## src/design/lcc_dly.sv

```systemverilog
`default_nettype none

module lcc_dly #(
  parameter int W = 64,
  parameter int D = 1
) (
  input  wire logic         clk,
  input  wire logic         en,
  input  wire logic [W-1:0] din,
  output logic      [W-1:0] dout
);

  logic [W-1:0] taps [D];

  // shift line, advances with the pipeline
  always_ff @(posedge clk) begin
    if (en) begin
      taps[0] <= din;
      for (int k = 1; k < D; k++) begin
        taps[k] <= taps[k-1];
      end
    end
  end

  assign dout = taps[D-1];

endmodule

`default_nettype wire

```

## config.mk

```make
export PLATFORM = sky130hd
export DESIGN_NAME = lcc_dly
export DESIGN_NICKNAME = d
export VERILOG_FILES = /design/src/design/lcc_dly.sv
export SDC_FILE = /design/constraint.sdc
export NUM_CORES = 1
export LEC_CHECK = 0
export ABC_AREA = 1
export BUFFER_PORTS_ARGS = -buffer_cell sky130_fd_sc_hd__buf_4
export CORE_MARGIN = 2
export CORE_UTILIZATION = 43
export CTS_CLUSTER_SIZE = 25
export DETAILED_ROUTE_END_ITERATION = 6
export HOLD_SLACK_MARGIN = 0.15
export PLACE_DENSITY_LB_ADDON = 0.12
export SLEW_MARGIN = 0
export SYNTH_ARGS = -nofsm -noshare
export SYNTH_HDL_FRONTEND = slang
export SYNTH_SLANG_ARGS = --single-unit
```

## constraint.sdc

```tcl
create_clock -name clk -period 0.88 [get_ports clk]
set_input_delay 0 -clock clk [delete_from_list [all_inputs] [get_ports clk]]
set_output_delay 0 -clock clk [all_outputs]
set_load 0.01 [all_outputs]
```

==> metrics.cfg, run 1 <==
[run_status]
status = finished with violations
violations = setup timing

[synth]
synth-xor-area-share_pct = 0
avgSynthCellArea_um2 = 30.0
synth_nets = 130
synth_adder_area_share_pct = 0
synth.area.mux_share_pct = 0
yosys.area_share.simple_pct = 0
yosysWarnings = 0
ys_seq_area_share_pct = 100
syn_inst = 64
synth.distinct_cells = 1
synth_compound_area_share_pct = 0
synth_area_um2 = 1920
synth_seq_cells = 64

[timing]
rsz0062_at_grt = yes
whs_ns = 0.394
finalSetupViolations = 5
slew_violations = 0
fmax_ghz = 1.12
period_minus_slack_ns = 0.893
min_period_over_period_pct = 102
slew_headroom_pct = 88.1
final.setup.tns_ns = -0.0240
fin_ws_ns = -0.0133
tightest_slew_ns = 0.178
hold_violations = 0

[clocking]
numCtsBuffers = 9
cts_tree = done
cts_sinks = 64
cts-root-buf = clkbuf_8
clk_pin_slew_worst_paths_ns = 0.07
post_cts_buffers = 0
htreeDepth = 3
clockBufferDepth = 2

[global_route]
antenna_found_initial = 0
track_usage_pct = 22.8
grt_pass1_wl_um = 8060
grt_max_degree = 34
grt_overflow = 0
grt_pass1_vias = 1650

[final_layout]
fillers = 157
nMultiInputCombCells = 0
final_area_um2 = 3880
largest_register_ffs = 64
nNetsFinal = 337
area_growth_pct = 102
largestRegisters = taps: 64 flops
drive_above_1_share_pct = 50.9
regMostFlops = taps
multi_input_area_um2 = 0
num_antenna_cells = 0

[routing]
drt-total-wl_um = 6100
vias = 1490
routedWlPerCell_um = 18.7
vias_per_cell = 4.56
firstDrtPassIters = 4
ant_nets = 0
drc = 0
first_iter_violations = 72

[setup_path]
path_class = reg -> out
cp_slowest_cell = edfxtp_1
worst-path-buf-inv = 1
arrival_ns = 0.89
crit_chain = buf_6
cp-end-kind = output port
cp_top_family = flip-flops
slowest_delay_ns = 0.42
startpoint = taps[0][59]$_DFFE_PP_
worst-path-max-fanout = 1
required_ns = 0.88
startpoint_type = flop

[power_and_ir_drop]
clkPwrFrac_pct = 29.6
netSwitchingFraction_pct = 22.2
power_density_nw_per_um2 = 1760
intPower_uw = 5330
peakVddDrop_mv = 1.29
p_leak_uw = 0.00164
share_comb_of_total_power_pct = 16.0
p_seq_share_pct = 54.4
p_switching_uw = 1520
total_power_uw = 6850

[placed_design]
io_buffer_count = 129
gp_congestion = 0.693
placed_cell_area_um2 = 3000
post-place-ws_ns = 0.240

[min_path]
hold_depth = 2
hold_start = din[46]
timing.hold.worst_endpoint = taps[0][46]$_DFFE_PP_
hold_class = in -> reg

[floorplanning]
dieArea_um2 = 5020
initial_core_util_pct = 44.4
core-area_um2 = 4320
rows = 24
ioPinCount = 130
die_w_um = 70.9
fp.dieH_um = 70.9

[job]
max-cap-violations = 0

-- how the worst max path moves through the flow --
stage                                  to  slack [ns]  cells past startpoint
global placement    taps[0][34]$_DFFE_PP_        0.25                      2
detailed placement   taps[0][8]$_DFFE_PP_        0.24                      2
global route                     dout[59]       -0.04                      1
finish                           dout[59]       -0.01                      1
CTS                              dout[11]      -0.007                      1
floorplan                         dout[0]        0.49                      0
-- metal layers --
metal	vias up	share of wire [%]	GRT usage, %
li1	673	-	-
met1	709	36	21.5
met2	92	53	43.5
met3	16	7.8	6.98
met4	0	2.7	11.5
met5	-	0	0
-- repair_timing --
| action | CTS | global route |
|---|---|---|
| hold buffers | 65 | 0 |
| gates resized for setup | 0 | 24 |
| hold endpoints to repair | 128 | 0 |
| pin swaps | 0 | 0 |
| setup endpoints to repair | 1 | 45 |
-- cells by family (layout without fill, tap and decap cells) --
logic type / count (synthesis) / in the layout
buffers and inverters: 0 / 211
flip-flops: 64 / 64
-- synthesized netlist by cell type, drive strengths merged --
cell type,count,area [um^2]
edfxtp,64,1920
-- per-stage QoR --
step / std cells / util, %
after detailed placement: 247 / 69.3
final: 327 / 89.8
after CTS: 327 / 87.7
after floorplan: 64 / -
after global routing: 327 / 89.8
after global placement: 247 / 69.3
-- area by class of cell --
type / instances / area [um^2] / share of cell area, %
tap: 52 / 65.1 / 1.68
timing repair buffer: 196 / 1750 / 45.1
sequential: 64 / 1920 / 49.5
clock inverter: 2 / 7.51 / 0.193
clock buffer: 13 / 139 / 3.58
-- power groups by stage --
stage / registers, uW / clock network (uW) / logic, uW
4_1_cts: 3690 / 1990 / 1020
5_1_grt: 3740 / 2170 / 1150
3_5_place_dp: 3750 / 0 / 783
2_1_floorplan: 3890 / 0 / 0
3_3_place_gp: 3750 / 0 / 762
6_report: 3720 / 2030 / 1100
-- cell usage in the layout (no fill, tap or decap), drive strengths merged --
| master | netlist | layout |
|---|---|---|
| buf | 0 | 131 |
| clkbuf | 0 | 13 |
| dlygate4sd3 | 0 | 65 |
| edfxtp | 64 | 64 |
| clkinv | 0 | 2 |
No activity file was read; power rests on OpenSTA's default activity.
==> inputs of run 2 (changes only) <==
- CORE_ASPECT_RATIO: default -> 0.5
- CORE_UTILIZATION: 43 -> 36
- clock period: 0.88 -> 0.82 ns (I/O delays scaled with it)
==> metrics.cfg, run 2 (synthesis gave the netlist of run 1 again) <==
[clocking]
htreeDepth = 3  ; unchanged
cts_tree = done
post_cts_buffers = 0  ; unchanged
clockBufferDepth = 2  ; unchanged
cts-root-buf = clkbuf_8
clk_pin_slew_worst_paths_ns = 0.06  ; about the same
numCtsBuffers = 9  ; unchanged
holdBufCountCts = 64  ; -1.5%
cts_sinks = 64  ; unchanged

[timing]
period_minus_slack_ns = 0.875
whs_ns = -0.0206  ; -0.414 ns
rsz0062_at_grt = yes
slew_violations = 0  ; unchanged
slew_headroom_pct = 89.6  ; +1.5 points
fmax_ghz = 1.14
final.setup.tns_ns = -1.53  ; -1.50 ns
tightest_slew_ns = 0.156  ; -0.0226 ns
hold_violations = 4  ; +4
min_period_over_period_pct = 107
fin_ws_ns = -0.0555  ; -0.0422 ns
finalSetupViolations = 64  ; +59

[final_layout]
area_growth_pct = 111
mostFrequentLayoutCells = buf_4, dlygate4sd3_1, edfxtp_1, buf_6, clkbuf_8
nMultiInputCombCells = 0  ; unchanged
num_antenna_cells = 0  ; unchanged
seqCellArea_um2 = 1920  ; unchanged
largestRegisters = taps: 64 flops
nNetsFinal = 337  ; unchanged
multi_input_area_um2 = 0  ; unchanged
layout_commonest_cell = buf_4
drive_above_1_share_pct = 52.2  ; +1.3 points
final_util_pct = 80.8  ; -9.0 points
largest_register_ffs = 64  ; unchanged
regMostFlops = taps
fillers = 265  ; +69%

[run_status]
status = finished with violations
violations = hold timing, setup timing

[power_and_ir_drop]
peakVddDrop_mv = 1.38  ; +7.2%
power_density_nw_per_um2 = 1900  ; +7.7%
total_power_uw = 7710  ; +13%
p_leak_uw = 0.00170  ; +3.7%

[floorplanning]
die_w_um = 107  ; +51%
dieArea_um2 = 5970  ; +19%
core-area_um2 = 5020  ; +16%
rows = 18  ; -25%
initial_core_util_pct = 38.3  ; -6.2 points
ioPinCount = 130  ; unchanged
fp.dieH_um = 55.7  ; -21%

[setup_path]
crit_chain = buf_6
cp_top_family = flip-flops
worst-path-buf-inv = 1  ; unchanged
arrival_ns = 0.88  ; about the same
cp_slowest_cell = edfxtp_1
required_ns = 0.82  ; -0.06 ns
startpoint_type = flop
worst-path-max-fanout = 1  ; unchanged
cp-end-kind = output port
path_class = reg -> out
slowest_delay_ns = 0.41  ; about the same

[routing]
routedWlPerCell_um = 15.9  ; -15%
firstDrtPassIters = 4  ; unchanged
ant_nets = 0  ; unchanged
vias_per_cell = 4.25  ; -6.8%
drc = 0  ; unchanged
vias = 1470  ; -1.3%
drt-total-wl_um = 5510  ; -9.6%
first_iter_violations = 34  ; -53%

[global_route]
track_usage_pct = 18.7  ; -4.1 points
grtUsageMet1_pct = 17.8  ; -3.7 points
busiest_layer = met2
met3_usage_pct = 8.31  ; +1.3 points
grt_pass1_vias = 1619  ; -1.9%
grt_use_met2_pct = 35.4  ; -8.2 points
grt_max_degree = 29  ; -15%
grt_pass1_wl_um = 8020  ; -0.52%
grt_overflow = 0  ; unchanged
antenna_found_initial = 0  ; unchanged

[min_path]
hold_class = in -> reg

[placed_design]
io_buffer_count = 129  ; unchanged
gp_congestion = 0.691  ; -0.30%
hpwl_um = 2900

[job]
max-cap-violations = 0  ; unchanged

[run 2: final cells by class]
class                 count  share of cell area, %
sequential               64                   47.3
tap                      70                   2.16
clock inverter            5                   1.17
timing repair buffer    196                   46.1
clock buffer             11                   3.24
[run 2: path summary, 6_finish.rpt]
kind	from	endpoint	depth (start not counted)
max	taps[0][5]$_DFFE_PP_	dout[5]	1
min	en	taps[0][26]$_DFFE_PP_	1
[run 2: per-stage QoR]
stage	worst slack, ns	std cells	area (um^2)
finish	-0.0555	346	4060
global route	-0.0941	346	4060
CTS	-0.0660	346	3970
detailed placement	0.133	266	3030
global placement	0.146	266	3030
floorplan	0.426	64	1920
[run 2: routing by layer]
layer	part of all wire, %	wire [um]
met1	35	1920
met2	57	3130
met3	7.1	390
met4	1.4	79
met5	0	0
[run 2: power by group]
part	leakage, uW	switching [uW]	internal, uW
registers	0.000626	122	3900
logic	0.000982	402	829
clock network	0.0000922	1080	1380
total	0.00170	1610	6100
[run 2: timing repair]
item / CTS / global route
setup endpoints to repair: 64 / 64
endpoints found under the hold margin: 74 / 10
gates resized for setup: 33 / 24
